`src/rtl/sv39m_pkg.sv`:
```
`default_nettype none

package sv39m_pkg;

	localparam int ENTRY_W = 64;
	localparam int PPN_W = 44;
	localparam int VPN_W = 9;
	localparam int PAGE_OFS_W = 12;
	localparam int VA_BITS = 39;
	localparam int COUNT_W = 28;

	localparam logic [63:0] PAGE_BYTES = 64'd4096;
	localparam logic [PPN_W-1:0] POOL_BASE_RESET = 44'd524288;

	localparam logic REG_POOL_BASE = 1'b0;

	localparam logic [1:0] LVL_ROOT = 2'd2;
	localparam logic [1:0] LVL_MID = 2'd1;
	localparam logic [1:0] LVL_LEAF = 2'd0;

	typedef enum logic [2:0] {
		ST_OK = 3'd0,
		ST_MISALIGNED = 3'd1,
		ST_VA_RANGE = 3'd2,
		ST_POOL_FULL = 3'd3,
		ST_REMAP = 3'd4
	} status_t;

	typedef struct packed {
		logic [63:0] virtual_address;
		logic [55:0] physical_address;
		logic [39:0] region_size;
		logic [7:0] permissions;
	} map_req_t;

	typedef struct packed {
		status_t status;
		logic [COUNT_W-1:0] pages_mapped;
	} map_rsp_t;

	typedef struct packed {
		logic [63:0] op_a;
		logic [63:0] op_b;
		logic sub;
	} alu_req_t;

	typedef enum logic [3:0] {
		S_CLEAR,
		S_IDLE,
		S_LAST,
		S_CHECK,
		S_READ,
		S_EVAL,
		S_FOREIGN,
		S_ZERO,
		S_LINK,
		S_ADV_A,
		S_ADV_P,
		S_DONE
	} state_t;

endpackage

`default_nettype wire

```
`src/rtl/sv39m_alu.sv`:
```
`default_nettype none

module sv39m_alu (
	input  wire sv39m_pkg::alu_req_t alu_req,
	output logic [63:0]             alu_y
);
	import sv39m_pkg::*;

	always_comb begin
		if (alu_req.sub) begin
			alu_y = alu_req.op_a - alu_req.op_b;
		end else begin
			alu_y = alu_req.op_a + alu_req.op_b;
		end
	end

endmodule

`default_nettype wire

```
`config.mk`:
```
export PLATFORM = sky130hd
export DESIGN_NAME = sv39m_alu
export DESIGN_NICKNAME = d
export VERILOG_FILES = /design/src/rtl/sv39m_pkg.sv /design/src/rtl/sv39m_alu.sv
export SDC_FILE = /design/constraint.sdc
export NUM_CORES = 1
export LEC_CHECK = 0
export BUFFER_PORTS_ARGS = -buffer_cell sky130_fd_sc_hd__buf_4
export CORE_ASPECT_RATIO = 1.4
export CORE_MARGIN = 2
export CORE_UTILIZATION = 51
export DETAILED_ROUTE_END_ITERATION = 6
export PLACE_DENSITY = 0.8
export SYNTH_ARGS = -nofsm -noshare
export SYNTH_HDL_FRONTEND = slang
export SYNTH_SLANG_ARGS = --single-unit
```
`constraint.sdc`:
```
create_clock -name vclk -period 20.1
set_input_delay 6.03 -clock vclk [all_inputs]
set_output_delay 6.03 -clock vclk [all_outputs]
set_load 0.005 [all_outputs]
```
==> results_dict.tcl, run 1 <==
set metrics [dict create \
    outcome "finished, final reports clean" \
    post_cts_buffers 0 \
    drt_iter0_drc 415 \
    pre_cts_slack_ns 3.20 \
    coreArea_sq_um 9900 \
    die_w_um 89.4 \
    synth_warnings 0 \
    end_kind "primary output" \
    worst_pin_slew_ns 0.883 \
    hold_depth 3 \
    areaGrowthSynthToFinish_pct 28.8 \
    grt_max_degree 64 \
    ys_seq_area_share_pct 0 \
    num_rows 43 \
    rsz0062_at_grt "no" \
    seq_area_sq_um 0 \
    netlist_area_sq_um 5200 \
    stdcell_count 1097 \
    period_share_pct 84.6 \
    gp_congestion 0.983 \
    power.share.switching_pct 52.1 \
    wl_mm 19.0 \
    hold_start "alu_req[66]" \
    whs_endpoint "alu_y[1]" \
    finalMaxSlewViolations 0 \
    cellPowerDensity_nw_per_um2 48.3 \
    leakage_nw 2.99 \
    setup_slack_ns 3.09 \
    hp-class "in2out" \
    hold_violations 0 \
    initial_utilization_pct 52.6 \
    syn_inst 800 \
    power.clock.fraction_pct 0 \
    timing.critical_path.from_type "input port" \
    synthDistinctLibCells 59 \
    grt_pass1_vias 6187 \
    drt_first_pass_iters 6 \
    drv_cap 0 \
    switchingPower_mw 0.169 \
    tns_ns 0 \
    grt_overflow 0 \
    antenna_cells 0 \
    portBuffers 193 \
    wl_per_cell_um 17.3 \
    die_h_um 124 \
    synth_nets 994 \
    cp_slowest_stage_delay_ns 0.56 \
    fillers 979 \
    crit_buf_inv 2 \
    fmax_ghz 0.0588 \
    drc 0 \
    path_cells "buf_4 > or4_4 > nor4_4 > nor3b_1 > and2_1 > nor2_1 > xnor2_1 > ha_1 > a21o_1 > a2111oi_0 > o31ai_1 > a211o_1 > a31oi_1 > o211ai_1 > a21oi_1 > o221ai_1 > xnor2_1 > buf_4" \
    setup_violations 0 \
    cp_slowest_cell "or4_4" \
    placed_cells 1097 \
    power.share.combinational_pct 100.0 \
    die_area_sq_um 11000 \
    p_int_mw 0.155 \
    track_usage_pct 32.6 \
    drive_gt1_share_pct 21.4 \
    vias 6614 \
    ant_nets 0 \
    ctsResizeCount 0 \
    power.total_mw 0.324 \
    nClkBuffers 0 \
    seqPwrFrac_pct 0 \
    slew_headroom_pct 40.6 \
    crit_path_max_fanout 8 \
    ir_worst_vdd_uv 31.4 \
    critical_path_class "in2out" \
    period_needed_ns 17.01 \
    crit_arrival_ns 10.98 \
    antenna_found_initial 0 \
    ioPinCount 193 \
    grt_pass1_wl_mm 29.1 \
    critPathRequiredTime_ns 14.07 \
    hpwl_mm 16.4 \
    avgSynthCellArea_sq_um 6.50 \
    design.seq.count 0 \
    vias_per_cell 6.03 \
    cp_top_family "compound AO/OA/AOI/OAI gates" \
    cts_hold_buf 0 \
    fin_nets 1158 \
]
cells in the mapped netlist, types with 4 or more instances:
library cell	n	area, sq um
o211ai_1	11	82.6
nand4_1	18	113
and2_1	10	62.6
o31ai_1	4	30.0
inv_1	33	124
nand2b_1	8	50.1
clkbuf_1	28	105
nand2_1	70	263
o21bai_1	13	97.6
nand3_1	15	75.1
a21o_1	25	188
nor2b_1	5	31.3
and3_1	6	37.5
a31oi_1	21	131
or3_1	9	56.3
nor3b_1	5	37.5
nor2_1	85	319
o21ai_0	39	195
nor4_1	13	81.3
xnor2_1	92	806
xor2_1	31	272
nor3_1	29	145
o21a_1	12	90.1
ha_1	64	801
a41oi_1	5	43.8
a21oi_1	100	500
power by group through the flow:
stage / combinational (mW) / sequential, mW / clock [mW]
4_1_cts: 0.320 / 0 / 0
6_report: 0.324 / 0 / 0
3_5_place_dp: 0.319 / 0 / 0
5_1_grt: 0.352 / 0 / 0
3_3_place_gp: 0.318 / 0 / 0
2_1_floorplan: 0.185 / 0 / 0
cells in the final DEF (no fill, tap or decap), types with 3 or more instances in the layout:
| master | netlist | routed |
|---|---|---|
| a41oi_1 | 5 | 5 |
| a211oi_1 | 3 | 3 |
| and2_1 | 10 | 10 |
| a21oi_1 | 100 | 100 |
| nor3_1 | 29 | 29 |
| o21bai_1 | 13 | 13 |
| and3_1 | 6 | 6 |
| o211ai_1 | 11 | 11 |
| o41ai_1 | 3 | 3 |
| xnor2_1 | 92 | 92 |
| nor2b_1 | 5 | 5 |
| nand3_1 | 15 | 15 |
| nor2_1 | 85 | 85 |
| a31oi_1 | 21 | 21 |
| inv_1 | 33 | 33 |
| nor4_1 | 13 | 13 |
| o21ai_0 | 39 | 39 |
| a21o_1 | 25 | 25 |
| buf_4 | 1 | 194 |
| nor3b_1 | 5 | 5 |
| nand2_1 | 70 | 70 |
| o21a_1 | 12 | 12 |
| or3_1 | 9 | 9 |
| nand2b_1 | 8 | 8 |
| o31a_1 | 3 | 3 |
| ha_1 | 64 | 64 |
| xor2_1 | 31 | 31 |
| a2111oi_0 | 3 | 3 |
| nand4_1 | 18 | 18 |
| or2_2 | 3 | 3 |
| o31ai_1 | 4 | 4 |
area by class of cell:
type / instances / area (sq um) / area share (%)
multi-input combinational: 735 / 4950 / 73.9
timing repair buffer: 194 / 1460 / 21.7
tap: 135 / 169 / 2.52
inverter: 33 / 124 / 1.85
how the worst max path moves through the flow:
stage | depth (start not counted) | to | start | slack (ns)
after floorplan | 17 | alu_y[63] | alu_req[6] | 4.19
after global placement | 18 | alu_y[63] | alu_req[16] | 3.35
after detailed placement | 18 | alu_y[63] | alu_req[16] | 3.20
after CTS | 18 | alu_y[63] | alu_req[16] | 3.20
after global routing | 18 | alu_y[63] | alu_req[16] | 2.74
final | 18 | alu_y[63] | alu_req[16] | 3.09
layer usage:
metal | part of all wire (%) | global-route usage, % | up-vias
met2 | 51 | 60.6 | 283
li1 | - | - | 3256
met3 | 6.0 | 1.40 | 39
met1 | 40 | 40.6 | 3036
met4 | 2.7 | 7.28 | 0
met5 | 0 | 0 | -
per-stage QoR:
step           area, sq um  hold slack, ns  utilization [%]
2_1_floorplan         5200           12.20                -
3_3_place_gp          6700           12.42             67.7
3_5_place_dp          6700           12.43             67.7
4_1_cts               6700           12.43             67.7
5_1_grt               6700           12.45             67.7
6_report              6700           12.43             67.7
cells by family (layout without fill, tap and decap cells):
family | after synthesis | count (layout) | share of synthesized area, %
xor gates and xnor gates | 123 | 123 | 20.7
muxes | 2 | 2 | 0.385
and+or+nand+nor | 286 | 286 | 26.8
adders and majority gates | 65 | 65 | 15.8
buffers and inverters | 65 | 227 | 4.83
AOI/OAI and AO/OA | 259 | 259 | 31.5
No activity file was read; power rests on OpenSTA's default activity.
==> run 2, diff against run 1 <==
==> constraint.sdc (replaced) <==
create_clock -name vclk -period 17.3
set_input_delay 5.19 -clock vclk [all_inputs]
set_output_delay 5.19 -clock vclk [all_outputs]
set_load 0.005 [all_outputs]
==> results_dict.tcl, run 2 (synthesis gave the netlist of run 1 again) <==
set metrics [dict create \
    ir_worst_vdd_uv 36.7 \
    coreArea_sq_um 9900 \
    switchingPower_mw 0.195 \
    die_w_um 89.4 \
    pre_cts_slack_ns 2.12 \
    tns_ns 0 \
    use_met2_pct 58.8 \
    period_share_pct 88.7 \
    drive_gt1_share_pct 21.4 \
    post-route-cell-area_sq_um 6700 \
    worst_pin_slew_ns 0.873 \
    areaGrowthSynthToFinish_pct 28.8 \
    hold_depth 4 \
    crit_arrival_ns 10.16 \
    hp-class "in2out" \
    post_cts_buffers 0 \
    final_common_cell "buf_4" \
    p_int_mw 0.180 \
    grt_max_degree 64 \
    initial_utilization_pct 52.6 \
    fin_nets 1158 \
    power.total_mw 0.375 \
    seqPwrFrac_pct 0 \
    drc 0 \
    critical_path_class "in2out" \
    fmax_ghz 0.0652 \
    slew_headroom_pct 41.3 \
    power.share.switching_pct 52.0 \
    outcome "finished, final reports clean" \
    grt_pass1_wl_mm 28.7 \
    grt_pass1_vias 6167 \
    grt_overflow 0 \
    wl_mm 18.9 \
    cp_slowest_stage_delay_ns 0.57 \
    ctsResizeCount 0 \
    period_needed_ns 15.35 \
    drt_iter0_drc 380 \
    setup_violations 0 \
    drv_cap 0 \
    gp_congestion 0.986 \
    leakage_nw 2.99 \
    track_usage_pct 32.3 \
    timing.critical_path.from_type "input port" \
    portBuffers 193 \
    busiest_layer "met2" \
    rsz0062_at_grt "no" \
    cellPowerDensity_nw_per_um2 56.0 \
    power.clock.fraction_pct 0 \
    end_kind "primary output" \
    wl_per_cell_um 17.2 \
    utilization_pct 67.7 \
    fillers 964 \
    power.share.combinational_pct 100.0 \
    hpwl_mm 16.4 \
    antenna_cells 0 \
    path_cells "buf_4 > or4_4 > nor4_4 > nor3b_1 > and2_1 > nor2_1 > xnor2_1 > ha_1 > a21o_1 > a2111oi_0 > o31ai_1 > a211o_1 > a31oi_1 > o211ai_1 > a21oi_1 > o221ai_1 > xnor2_1 > buf_4" \
    cp_slowest_cell "or4_4" \
    die_h_um 124 \
    setup_slack_ns 1.95 \
    die_area_sq_um 11000 \
    crit_path_max_fanout 8 \
    seq_area_sq_um 0 \
    met1_usage_pct 40.3 \
    cts_hold_buf 0 \
    num_rows 43 \
    drt_first_pass_iters 5 \
    met3_usage_pct 1.27 \
    nClkBuffers 0 \
    vias_per_cell 5.98 \
    vias 6562 \
    ioPinCount 193 \
    place_area_sq_um 6700 \
    design.seq.count 0 \
    antenna_found_initial 0 \
    critPathRequiredTime_ns 12.11 \
    hold_violations 0 \
    ant_nets 0 \
    final_cell_mix "buf_4 (194), a21oi_1 (100), xnor2_1 (92)" \
    finalMaxSlewViolations 0 \
]
-- run 2: layer usage --
metal	part of all wire, %	routed length [um]
met5	0	0
met4	3.4	641
met3	6.2	1170
met2	50	9470
met1	40	7600
-- run 2: cell type report --
type                       instances  area [sq um]  area share, %
inverter                          33           124           1.85
tap                              135           169           2.52
timing repair buffer             194          1460           21.7
multi-input combinational        735          4950           73.9
-- run 2: metrics by stage --
step                hold slack, ns  std cells
floorplan                    10.52        800
CTS                          10.75       1097
detailed placement           10.74       1097
global placement             10.74       1097
global route                 10.77       1097
finish                       10.74       1097
-- run 2: worst max-delay path, delay by kind of cell --
family,cells,cell delay [ns]
AOI/OAI and AO/OA,8,2.45
adders and majority gates,1,0.33
buffers and inverters,2,0.25
and+or+nand+nor,5,1.60
xor gates and xnor gates,2,0.35
-- run 2: path summary, 6_finish.rpt --
| check | endpoint | slack (ns) | start |
|---|---|---|---|
| hold / removal | alu_y[0] | 10.74 | alu_req[1] |
| setup / recovery | alu_y[63] | 1.95 | alu_req[16] |
-- run 2: power groups by stage --
stage | combinational, mW | sequential, mW | clock [mW]
4_1_cts | 0.372 | 0 | 0
3_5_place_dp | 0.370 | 0 | 0
5_1_grt | 0.407 | 0 | 0
6_report | 0.375 | 0 | 0
2_1_floorplan | 0.215 | 0 | 0
3_3_place_gp | 0.370 | 0 | 0
==> run 3, diff against run 2 <==
--- a/config.mk
+++ b/config.mk
@@ -5,12 +5,13 @@
 export SDC_FILE = /design/constraint.sdc
 export NUM_CORES = 1
 export LEC_CHECK = 0
+export ABC_AREA = 1
 export BUFFER_PORTS_ARGS = -buffer_cell sky130_fd_sc_hd__buf_4
 export CORE_ASPECT_RATIO = 1.4
 export CORE_MARGIN = 2
 export CORE_UTILIZATION = 51
 export DETAILED_ROUTE_END_ITERATION = 6
-export PLACE_DENSITY = 0.8
+export PLACE_DENSITY = 0.74
 export SYNTH_ARGS = -nofsm -noshare
 export SYNTH_HDL_FRONTEND = slang
 export SYNTH_SLANG_ARGS = --single-unit
==> results_dict.tcl, run 3 <==
set metrics [dict create \
    synth_warnings 0 \
    syn_inst 1787 \
    fin_nets 2169 \
    initial_utilization_pct 51.6 \
    fin_hold_ws_ns 10.74 \
    die_area_sq_um 17200 \
    stdcell_count 2172 \
    final_cell_mix "nand2_1 (761), inv_1 (410), nor2_1 (214)" \
    cpMostUsedCell "nand2_1" \
    hpwl_mm 29.6 \
    yosys-top-cells-area "nand2_1 (35%), inv_1 (19%), nor2_1 (9.7%)" \
    drv_cap 0 \
    synth_top_area_share_pct 34.6 \
    portBuffers 193 \
    ys_seq_area_share_pct 0 \
    hold_violations 0 \
    design.seq.count 0 \
    tns_ns 0 \
    timing.critical_path.from_type "input port" \
    synth_nets 1981 \
    vias 11000 \
    cp_slowest_cell "buf_4" \
    synthDistinctLibCells 38 \
    areaGrowthSynthToFinish_pct 20.3 \
    netlist_area_sq_um 8250 \
    path_cells "buf_4 > inv_1 > buf_4 > nand2_1 > nand2_2 > nor2_2 > xor2_1 > ha_1 > nand2_1 > nor2_1 > nand2_1 > inv_1 > nand2_1 > nor2_1 > nand2_1 > nand2_1 > nand2_1 > nand2_1 > buf_4" \
    critical_path_class "in2out" \
    antenna_found_initial 0 \
    die_w_um 111 \
    antenna_cells 0 \
    cp_top_family "simple AND/OR/NAND/NOR gates" \
    synth_top_family_by_area "simple AND/OR/NAND/NOR gates" \
    outcome "finished, final reports clean" \
    synth-adder-area-share_pct 9.95 \
    synth-compound-area-share_pct 5.93 \
    hold_start "alu_req[1]" \
    grt_max_degree 39 \
    drc 0 \
    seq_area_sq_um 0 \
    cp_slowest_stage_delay_ns 0.45 \
    synthMuxAreaShare_pct 0 \
    post_cts_buffers 0 \
    crit_arrival_ns 8.46 \
    whs_endpoint "alu_y[0]" \
    setup_violations 0 \
    track_usage_pct 36.8 \
    hold_depth 4 \
    rsz0062_at_grt "no" \
    avgSynthCellArea_sq_um 4.61 \
    synth_commonest_cells "nand2_1 (761), inv_1 (410), nor2_1 (214)" \
    coreArea_sq_um 16000 \
    gp_congestion 1.02 \
    ant_nets 0 \
    ctsResizeCount 0 \
    synth_simple_gate_area_share_pct 56.0 \
    drt_first_pass_iters 7 \
    die_h_um 154 \
    wl_per_cell_um 15.2 \
    slew_headroom_pct 67.1 \
    crit_buf_inv 5 \
    cts_hold_buf 0 \
    end_kind "primary output" \
    synth_xor_area_share_pct 8.92 \
    ioPinCount 193 \
    period_share_pct 78.9 \
    vias_per_cell 5.07 \
    placed_cells 2172 \
    wl_mm 32.9 \
    synth_most_common_cell "nand2_1" \
    final_common_cell "nand2_1" \
    leakage_nw 6.42 \
    worst_pin_slew_ns 0.488 \
    finalMaxSlewViolations 0 \
    fmax_ghz 0.0732 \
    nClkBuffers 0 \
    ir_worst_vdd_uv 32.9 \
    yosys.area.top_type "nand2_1" \
    hp-class "in2out" \
    power.total_mw 0.426 \
    grt_overflow 0 \
    crit_path_max_fanout 38 \
    utilization_pct 62.1 \
    drt_iter0_drc 772 \
    grt_pass1_wl_mm 50.6 \
    grt_pass1_vias 10200 \
    num_rows 55 \
    critPathRequiredTime_ns 12.11 \
    cellPowerDensity_nw_per_um2 43.0 \
    drive_gt1_share_pct 11.8 \
    period_needed_ns 13.65 \
]
-- run 3: cells by family after synthesis --
logic type                 count (synthesis)
xor gates and xnor gates                  84
and+or+nand+nor                         1128
AOI/OAI and AO/OA                         89
adders and majority gates                 65
buffers and inverters                    421
-- run 3: final cells by class --
| type | instances | area, sq um |
|---|---|---|
| Inverter | 413 | 1550 |
| Multi-Input combinational cell | 1366 | 6660 |
| Fill cell | 1736 | 6050 |
| Tap cell | 199 | 249 |
| Timing Repair Buffer | 194 | 1460 |
-- run 3: where the power goes --
part,internal (mW),leakage (nW),total (mW),switching [mW]
registers,0,0,0,0
logic,0.169,6.42,0.426,0.257
clock network,0,0,0,0
-- run 3: how the worst max path moves through the flow --
stage | slack [ns] | depth (start not counted) | startpoint | endpoint
2_1_floorplan | 4.56 | 20 | alu_req[1] | alu_y[53]
3_3_place_gp | 3.73 | 22 | alu_req[1] | alu_y[54]
3_5_place_dp | 3.69 | 22 | alu_req[1] | alu_y[54]
5_1_grt | 3.38 | 20 | alu_req[0] | alu_y[39]
4_1_cts | 3.67 | 22 | alu_req[1] | alu_y[54]
6_report | 3.65 | 19 | alu_req[0] | alu_y[49]
-- run 3: per-layer routing --
metal | GRT usage [%] | vias to the layer above | wire length [um]
li1 | - | 5675 | -
met1 | 40.1 | 4761 | 12400
met2 | 71.2 | 462 | 16600
met3 | 1.49 | 106 | 1760
met4 | 19.5 | 0 | 2210
met5 | 0 | - | 0
-- run 3: through the flow --
step | instance area, sq um | setup WS [ns]
3_3_place_gp | 9920 | 3.73
5_1_grt | 9920 | 3.38
3_5_place_dp | 9920 | 3.69
4_1_cts | 9920 | 3.67
2_1_floorplan | 8250 | 4.56
6_report | 9920 | 3.65
