**src/rtl/sv39m_pkg.sv**
```systemverilog
`default_nettype none

package sv39m_pkg;

	localparam int ENTRY_W = 64;
	localparam int PPN_W = 44;
	localparam int VPN_W = 9;
	localparam int PAGE_OFS_W = 12;
	localparam int VA_BITS = 39;
	localparam int COUNT_W = 28;

	localparam logic [63:0] PAGE_BYTES = 64'd4096;
	localparam logic [PPN_W-1:0] POOL_BASE_RESET = 44'd524288;

	localparam logic REG_POOL_BASE = 1'b0;

	localparam logic [1:0] LVL_ROOT = 2'd2;
	localparam logic [1:0] LVL_MID = 2'd1;
	localparam logic [1:0] LVL_LEAF = 2'd0;

	typedef enum logic [2:0] {
		ST_OK = 3'd0,
		ST_MISALIGNED = 3'd1,
		ST_VA_RANGE = 3'd2,
		ST_POOL_FULL = 3'd3,
		ST_REMAP = 3'd4
	} status_t;

	typedef struct packed {
		logic [63:0] virtual_address;
		logic [55:0] physical_address;
		logic [39:0] region_size;
		logic [7:0] permissions;
	} map_req_t;

	typedef struct packed {
		status_t status;
		logic [COUNT_W-1:0] pages_mapped;
	} map_rsp_t;

	typedef struct packed {
		logic [63:0] op_a;
		logic [63:0] op_b;
		logic sub;
	} alu_req_t;

	typedef enum logic [3:0] {
		S_CLEAR,
		S_IDLE,
		S_LAST,
		S_CHECK,
		S_READ,
		S_EVAL,
		S_FOREIGN,
		S_ZERO,
		S_LINK,
		S_ADV_A,
		S_ADV_P,
		S_DONE
	} state_t;

endpackage

`default_nettype wire

```
**src/rtl/sv39m_cfg.sv**
```systemverilog
`default_nettype none

module sv39m_cfg (
	input  wire                           clk,
	input  wire                           arst_n,
	input  wire                           psel,
	input  wire                           penable,
	input  wire                           pwrite,
	input  wire  [3:0]                    paddr,
	input  wire  [63:0]                   pwdata,
	output logic [63:0]                   prdata,
	output logic                          pready,
	output logic [sv39m_pkg::PPN_W-1:0]   pool_base
);
	import sv39m_pkg::*;

	logic [PPN_W-1:0] pool_base_q;
	logic             wr_en;

	assign wr_en = psel && penable && pwrite && (paddr[3] == REG_POOL_BASE);

	always_ff @(posedge clk or negedge arst_n) begin
		if (!arst_n) begin
			pool_base_q <= POOL_BASE_RESET;
		end else if (wr_en) begin
			pool_base_q <= pwdata[PPN_W-1:0];
		end
	end

	always_comb begin
		if (paddr[3] == REG_POOL_BASE) begin
			prdata = {{(64-PPN_W){1'b0}}, pool_base_q};
		end else begin
			prdata = '0;
		end
	end

	assign pready = 1'b1;
	assign pool_base = pool_base_q;

endmodule

`default_nettype wire

```
**config.mk**
```make
export PLATFORM = sky130hd
export DESIGN_NAME = sv39m_cfg
export DESIGN_NICKNAME = d
export VERILOG_FILES = /design/src/rtl/sv39m_pkg.sv /design/src/rtl/sv39m_cfg.sv
export SDC_FILE = /design/constraint.sdc
export NUM_CORES = 1
export LEC_CHECK = 0
export BUFFER_PORTS_ARGS = -buffer_cell sky130_fd_sc_hd__buf_4
export CAP_MARGIN = 20
export CORE_ASPECT_RATIO = 0.7
export CORE_MARGIN = 1.5
export CORE_UTILIZATION = 41
export CTS_CLUSTER_DIAMETER = 50
export DETAILED_ROUTE_END_ITERATION = 8
export HOLD_SLACK_MARGIN = 0.05
export PLACE_DENSITY = 0.86
export SYNTH_ARGS = -nofsm -noshare
export SYNTH_HDL_FRONTEND = slang
export SYNTH_SLANG_ARGS = --single-unit
```
**constraint.sdc**
```tcl
create_clock -name clk -period 2 [get_ports clk]
set_input_delay 0.1 -clock clk [delete_from_list [all_inputs] [get_ports clk]]
set_output_delay 0.1 -clock clk [all_outputs]
set_load 0.01 [all_outputs]
```
==> impl_metrics.tcl, run 1 <==
set metrics [dict create \
    grt_usage_pct 20.8 \
    cap_violations 0 \
    fmax_ghz 0.753 \
    p_comb_share_pct 38.7 \
    synth_edf_count 0 \
    grt_first_pass_wirelength_um 8740 \
    setup.worst_path.class "input port to register" \
    tightest_slew_ps 810 \
    crit_start "paddr[3]" \
    grt-ovfl-total 0 \
    drive_gt1_share_pct 54.5 \
    critical_path.max_fanout 44 \
    skew_ps 0 \
    clockBufferDepth 2 \
    die_h_um 63.2 \
    pwr-share-clk_pct 19.9 \
    synth.cells.most_frequent "dfrtp_1, mux2_2, nor2b_1, buf_4" \
    io_buffers 137 \
    period_needed_ps 1330 \
    start_kind "input port" \
    seqPwrFrac_pct 41.4 \
    path_cells "buf_4, nand4b_4, mux2_1" \
    hold_violations 0 \
    post_drt_wl_per_cell_um 14.2 \
    synth_mux_area_share_pct 23.4 \
    multi_input_area_um2 878 \
    synthCells 164 \
    cts_tree "yes" \
    dpl.hpwl_um 3440 \
    rr_worst_depth 1 \
    power_leakage_uw 0.00184 \
    first_pass_iters 3 \
    critPathArrivalTime_ps 1500 \
    rsz0062_at_grt "false" \
    setup_viol 0 \
    grt_max_degree 45 \
    ys_warn_count 0 \
    fin_tns_setup_ps 0 \
    synth_top_flop_cell "dfrtp_1" \
    antenna_found_initial 0 \
    period_share_pct 66.4 \
    nets 417 \
    min_path_type "input port to asynchronous set/reset pin" \
    intPower_uw 2110 \
    p_sw_uw 885 \
    maxSlewViolCount 0 \
    yosys.area_share.simple_pct 14.3 \
    synth_fa_ha_area_share_pct 0 \
    rows 21 \
    peakVddDrop_uv 538 \
    avgSynthCellArea_um2 12.9 \
    fillCellCount 325 \
    yosysMostFrequentCell "dfrtp_1" \
    async_flop_share_pct 100 \
    synth_seq_area_share_pct 52.0 \
    synth_area_leader_cell "dfrtp_1" \
    core_area_mm2 0.00489 \
    antenna_cells 0 \
    cts-root-buf "clkbuf_8" \
    cp-endpoint "pool_base[2]" \
    seq_area_mm2 0.00110 \
    cpMaxStageDelayCell "nand4b_4" \
    synth_xor_area_share_pct 0 \
    cp.required_ps 2170 \
    cts.sinks 44 \
    die_w_um 88.9 \
    grt_pass1_vias 1833 \
    synth_compound_area_share_pct 0 \
    area_growth_pct 72.4 \
    crit_path_end_kind "register" \
    start_util_pct 43.4 \
    ys_ff_latch 44 \
    via_per_inst 4.41 \
    slew_headroom_pct 45.9 \
    ioPinCount 182 \
    vias 1825 \
    ant_nets 0 \
    netSwitchingFraction_pct 29.5 \
    drt_iter0_markers 39 \
    synth_top_family_by_area "multiplexers" \
    syn_area_mm2 0.00212 \
    r2r_slack_ps 1180 \
    synth_cell_types 11 \
    drc 0 \
    worst_path_largest_cell_delay_ps 690 \
    htreeDepth 2 \
    clkLatencyLatePin_ps 290 \
    postLayoutCellArea_mm2 0.00365 \
    numCtsBuffers 5 \
    status "completed" \
    cts.clk_slew.worst_paths_ps 80 \
    ctsResizeCount 0 \
    rr_endpoint "pool_base[13]" \
    p_per_area_mw_per_mm2 820 \
    place_area_mm2 0.00310 \
    largest_register_ffs 44 \
    r2r-start "pool_base[13]" \
    gp_congestion 0.731 \
    cts_setup_buffers 0 \
    synthTopCellsByArea "dfrtp_1, mux2_2, nor2b_1, buf_4, mux2_1" \
    die_area_mm2 0.00562 \
    hold_buffers 45 \
    routed_wirelength_um 5860 \
    synth_top_area_share_pct 50.8 \
]
## critical path: cells and delay by family
kind,cells,cell delay (ps)
mux,1,580
simple gates,1,690
buf+inv,1,120
## through the flow
step / utilization [%] / cells / hold WS, ps / total power (uW) / setup WS, ps
after global placement: 63.5 / 361 / 127 / 2300 / 355
after detailed placement: 63.5 / 361 / 124 / 2330 / 359
after global routing: 74.8 / 414 / 392 / 3160 / 568
final: 74.8 / 414 / 352 / 3000 / 672
after CTS: 74.8 / 414 / 337 / 3000 / 673
after floorplan: - / 183 / -196 / 1720 / 1090
## layout by cell type (no fill, tap or decap), drive strengths merged
cell | synthesis | layout
and2b | 4 | 4
buf | 25 | 138
clkbuf | 4 | 8
conb | 2 | 21
dfrtp | 43 | 43
dfstp | 1 | 1
dlygate4sd3 | 0 | 45
mux2 | 44 | 44
nand4b | 1 | 1
nor2b | 40 | 40
## area by class of cell
class | instances | area share [%]
tap | 69 | 2.36
sequential | 44 | 30.2
timing repair buffer | 183 | 40.7
multi-input combinational | 110 | 24.0
clock buffer | 8 | 2.74
## metal layers
metal,vias to the layer above,share of wire (%),track usage (%),wire length (um)
met5,-,0,0,0
met4,0,0.99,5.77,58
met3,8,8.5,5.77,496
met2,96,51,38.2,3000
met1,869,39,23.3,2310
li1,852,-,-,-
## cell families after synthesis
family,after synthesis
flip-flops,44
buffers and inverters,29
AND/OR/NAND/NOR,45
multiplexers,44
other,2
## worst min-delay path by stage
stage | start | slack [ps] | to
after floorplan | arst_n | -200 | pool_base[0]
after global placement | arst_n | 130 | pool_base[14]
after detailed placement | arst_n | 120 | pool_base[14]
after CTS | arst_n | 340 | pool_base[14]
after global routing | arst_n | 390 | pool_base[14]
final | arst_n | 350 | pool_base[14]
## power groups by stage
stage	clock network [uW]	registers, uW	logic, uW
5_1_grt	648	1270	1240
3_5_place_dp	0	1250	1080
2_1_floorplan	0	1320	407
3_3_place_gp	0	1240	1060
4_1_cts	615	1230	1150
6_report	596	1240	1160
Note: power is estimated with default switching activity, not from simulation.
==> run 2: changes to the inputs <==
- ABC_AREA: default -> 1
- CORE_UTILIZATION: 41 -> 40
- PLACE_DENSITY: 0.86 -> 0.81
- clock period: 2 -> 1.3 ns (I/O delays scaled with it)
==> run 2 against run 1 <==
Non-clock buffer count increased by 4. Critical path depth is the same. Die area rose by 11%. Synthesized cell count grew 88%. Largest cell class unchanged. Largest power group unchanged.
==> impl_metrics.tcl, run 2 <==
set metrics [dict create \
    cp.required_ps 1240 \
    fin_cells 557 \
    synth_compound_area_share_pct 0 \
    period_share_pct 87.6 \
    synth_mux_area_share_pct 0 \
    drc 0 \
    gp_congestion 0.733 \
    ys_warn_count 0 \
    fillCellCount 418 \
    cts-root-buf "clkbuf_8" \
    via_per_inst 4.43 \
    largest_register_ffs 44 \
    grt-ovfl-total 0 \
    fmax_ghz 0.878 \
    syn_area_mm2 0.00231 \
    synthCells 309 \
    post-place-ws_ps 170 \
    period_needed_ps 1140 \
    tightest_slew_ps 551 \
    synth_area_leader_cell "dfrtp_1" \
    route.met3.wl_um 500 \
    seq_area_mm2 0.00110 \
    hold_slack_ps 286 \
    cts.sinks 44 \
    r2r_slack_ps 560 \
    routed_wirelength_um 7100 \
    drive_gt1_share_pct 31.3 \
    cap_violations 0 \
    cts_tree "yes" \
    most-common-layout-cells "buf_4, nand2_1, inv_1, dlygate4sd3_1" \
    dpl.hpwl_um 4470 \
    grt_pass1_vias 2342 \
    numCtsBuffers 5 \
    vias 2467 \
    ioPinCount 182 \
    crit_path_end_kind "primary output" \
    grt_max_degree 45 \
    io_buffers 137 \
    clockBufferDepth 2 \
    ctsResizeCount 0 \
    yosys.area_share.simple_pct 32.5 \
    min_path_type "input port to register" \
    cts_setup_buffers 0 \
    p_per_area_mw_per_mm2 1140 \
    nets 557 \
    power_leakage_uw 0.00221 \
    critPathArrivalTime_ps 1070 \
    synth_top_family_by_area "simple AND/OR/NAND/NOR gates" \
    die_h_um 66.6 \
    synth_top_flop_cell "dfrtp_1" \
    multi_input_area_um2 830 \
    cts.clk_slew.worst_paths_ps 80 \
    skew_ps 0 \
    rows 22 \
    fin_tns_setup_ps 0 \
    dr.max_layer_used "met4" \
    drt_iter0_markers 71 \
    power.total_uw 4340 \
    peakVddDrop_uv 633 \
    hold_violations 0 \
    wl_met2_um 3690 \
    synth_fa_ha_area_share_pct 0 \
    layout_commonest_cell "buf_4" \
    avgSynthCellArea_um2 7.47 \
    area_growth_pct 64.7 \
    r2r-start "pool_base[19]" \
    antenna_cells 0 \
    clkLatencyLatePin_ps 280 \
    rr_endpoint "pool_base[19]" \
    yosysMostFrequentCell "nand2_1" \
    setup_ws_ps 161 \
    grt_usage_pct 23.4 \
    setup.worst_path.class "register to primary output" \
    post_drt_wl_per_cell_um 12.8 \
    status "completed" \
    synth_seq_area_share_pct 47.8 \
    start_kind "register" \
    first_pass_iters 4 \
    wl_met1_um 2830 \
    min_path_cells 5 \
    grt_first_pass_wirelength_um 11300 \
    setup_viol 0 \
    hold_buffers 45 \
    die_area_mm2 0.00624 \
    ys_ff_latch 44 \
    dp_cells 504 \
    synthTopCellsByArea "dfrtp_1, nand2_1, nand3_1, buf_4, inv_1" \
    critical_path.max_fanout 3 \
    antenna_found_initial 0 \
    synth.cells.most_frequent "nand2_1, inv_1, nand3_1, nor2_1, dfrtp_1" \
    rr_worst_depth 2 \
    synth_edf_count 0 \
    async_flop_share_pct 100 \
    die_w_um 93.8 \
    core_area_mm2 0.00540 \
    synth_cell_types 14 \
    hold_path.startpoint "penable" \
    synth_xor_area_share_pct 0 \
    rsz0062_at_grt "false" \
    synth_top_area_share_pct 46.6 \
    ant_nets 0 \
    maxSlewViolCount 0 \
    htreeDepth 2 \
    start_util_pct 42.8 \
    min_to "pool_base[30]" \
    slew_headroom_pct 63.3 \
]
-- run 2: cell count changes in the layout (fill, tap and decap cells not counted), sizes merged, moves of 40 or more --
| cell | delta |
|---|---|
| nor2b | -40 |
| mux2 | -44 |
| nand3 | +44 |
| inv | +46 |
| nor2 | +45 |
| nand2 | +90 |
-- run 2: report_power, final --
group          internal [uW]  total, uW  switching (uW)
clock network            433        853             420
logic                    837       1620             786
registers               1630       1870             235
total                   2900       4340            1440
-- run 2: critical path, stage by stage (launching register included) --
cell and delay (ps):
dfstp_2 550, inv_1 40, nor2_1 80, buf_4 120
-- run 2: cell type report --
class,count,area share [%]
inverters,46,4.54
flip-flops and latches,44,29.0
clock buffers,8,2.37
multi-input cells,200,21.8
well taps,72,2.37
repair buffers,187,39.9
-- run 2: how the worst max path moves through the flow --
stage / to / slack [ps] / start
after floorplan: pool_base[0] / 480 / paddr[3]
after global placement: pool_base[3] / 200 / pwrite
after detailed placement: pool_base[35] / 170 / pwrite
after CTS: prdata[19] / 150 / pool_base[19]
after global routing: prdata[19] / 90 / pool_base[19]
final: prdata[19] / 160 / pool_base[19]
-- run 2: cell families (layout without fill, tap and decap cells) --
group | count (synthesis) | count (layout)
DFF | 44 | 44
other | 2 | 21
and+or+nand+nor | 179 | 179
buffers and inverters | 84 | 241
-- run 2: stage by stage --
stage	utilization [%]	cell area (um^2)
6_report	70.5	3800
5_1_grt	70.5	3800
4_1_cts	70.5	3800
3_5_place_dp	60.4	3260
3_3_place_gp	60.4	3260
2_1_floorplan	-	2380
-- run 2: per-layer routing --
metal / GRT usage, % / up-vias
met3: 6.62 / 8
met5: 0 / -
met1: 25.7 / 1146
met2: 43.8 / 96
li1: - / 1217
met4: 7.46 / 0
==> run 3: changes to the inputs <==
- RECOVER_POWER: default -> 50
==> run 3 against run 2 <==
Clock power rose by 0.5%. Largest power group unchanged. Sequential power hardly changed. Fmax is 0.42% higher. Worst hold slack got worse by 13 ps. Register-to-register slack hardly changed. Core utilization fell by 0.16 points. Largest cell class unchanged. Critical endpoint unchanged. Worst setup slack better by 4.8 ps. Clock skew did not move. Sequential share of layout area increased by 0.067 points.
==> impl_metrics.tcl, run 3 (synthesized netlist as in run 2, its figures left out) <==
set metrics [dict create \
    status "completed" \
    nets 557 \
    r2r-start "pool_base[19]" \
    slew_headroom_pct 45.8 \
    fillCellCount 421 \
    path_cells "inv_1, nor2_1, buf_4" \
    die_area_mm2 0.00624 \
    die_w_um 93.8 \
    routed_wirelength_um 7080 \
    fmax_ghz 0.882 \
    place_area_mm2 0.00326 \
    numCtsBuffers 5 \
    setup_viol 0 \
    drt_iter0_markers 73 \
    area_growth_pct 64.3 \
    rows 22 \
    start_kind "register" \
    first_pass_iters 5 \
    grt_pass1_vias 2342 \
    period_needed_ps 1130 \
    power_leakage_uw 0.00220 \
    period_share_pct 87.3 \
    setup.worst_path.class "register to primary output" \
    min_path_type "input port to register" \
    largest_register_ffs 44 \
    fin_tns_setup_ps 0 \
    antenna_found_initial 0 \
    start_util_pct 42.8 \
    grt_first_pass_wirelength_um 11300 \
    cts.sinks 44 \
    intPower_uw 2890 \
    core_area_mm2 0.00540 \
    htreeDepth 2 \
    path_buf_inv 2 \
    vias 2484 \
    grt_usage_pct 23.4 \
    cp.required_ps 1240 \
    drive_gt1_share_pct 31.1 \
    crit_path_end_kind "primary output" \
    dpl.hpwl_um 4470 \
    hold_path.startpoint "penable" \
    seqPwrFrac_pct 43.0 \
    layout_commonest_cell "buf_4" \
    skew_ps 0 \
    post_drt_wl_per_cell_um 12.7 \
    cp_top_family "flip-flops" \
    gp_congestion 0.733 \
    via_per_inst 4.46 \
    cap_violations 0 \
    most-common-layout-cells "buf_4, nand2_1, inv_1, dlygate4sd3_1" \
    cts-root-buf "clkbuf_8" \
    p_comb_share_pct 37.3 \
    p_per_area_mw_per_mm2 1140 \
    cpMaxStageDelayCell "dfstp_2" \
    postLayoutCellArea_mm2 0.00379 \
    ctsResizeCount 0 \
    crit_start "pool_base[19]" \
    critical_path.max_fanout 3 \
    critPathArrivalTime_ps 1070 \
    tightest_slew_ps 810 \
    clkLatencyLatePin_ps 280 \
    grt-ovfl-total 0 \
    drc 0 \
    maxSlewViolCount 0 \
    peakVddDrop_uv 634 \
    worst_path_largest_cell_delay_ps 550 \
    pwr-share-clk_pct 19.8 \
    hold_violations 0 \
    io_buffers 137 \
    cts_tree "yes" \
    clockBufferDepth 2 \
    p_sw_uw 1440 \
    cts_setup_buffers 0 \
    cts.clk_slew.worst_paths_ps 80 \
    netSwitchingFraction_pct 33.2 \
    ioPinCount 182 \
    antenna_cells 0 \
    ant_nets 0 \
    grt_max_degree 45 \
    rsz0062_at_grt "false" \
    die_h_um 66.6 \
]
## run 3: cell count changes in the layout (fill, tap and decap cells not counted), sizes merged
cell    change
buf         -1
clkbuf      +1
## run 3: timing repair
item | CTS | global route
hold buffers | 45 | 0
endpoints found under the hold margin | 87 | 0
setup endpoints to repair | 0 | 0
## run 3: power groups by stage
stage          combinational, uW  sequential, uW  clock [uW]
6_report                    1620            1860         857
5_1_grt                     1780            1900         954
4_1_cts                     1610            1860         884
3_5_place_dp                1500            1880           0
3_3_place_gp                1460            1860           0
2_1_floorplan                582            1960           0
## run 3: final timing paths
kind / end / slack, ps / cells past startpoint
min: pool_base[30] / 270 / 5
min in group asynchronous: pool_base[12] / 300 / 2
max in group asynchronous: pool_base[19] / 620 / 2
max reg2reg: pool_base[19] / 550 / 2
max: prdata[19] / 170 / 3
min reg2reg: pool_base[19] / 490 / 2
## run 3: worst reg2reg max path, delay by kind of cell (launching register included)
kind             cells  cell delay, ps
DFF                  1             550
and+or+nand+nor      2             150
## run 3: metrics by stage
stage / utilization [%] / power, uW / setup WS, ps / std cells / hold WS (ps)
global placement: 60.4 / 3330 / 199 / 504 / 88.7
CTS: 70.5 / 4350 / 150 / 557 / 269
finish: 70.3 / 4340 / 166 / 557 / 273
global route: 70.3 / 4630 / 55.5 / 557 / 298
floorplan: - / 2540 / 483 / 328 / -231
detailed placement: 60.4 / 3380 / 170 / 504 / 94.8
## run 3: area by class of cell
type	instances	area [um^2]	share of cell area, %
clock buffer	8	90.1	2.38
inverter	46	173	4.55
multi-input combinational	200	825	21.7
sequential	44	1100	29.1
tap	72	90.1	2.38
timing repair buffer	187	1510	39.9
## run 3: per-layer routing
metal,vias to the layer above,part of all wire [%],GRT usage (%)
li1,1216,-,-
met2,101,52,43.8
met5,-,0,0
met3,11,7.2,6.62
met4,0,1.3,7.46
met1,1156,39,25.7
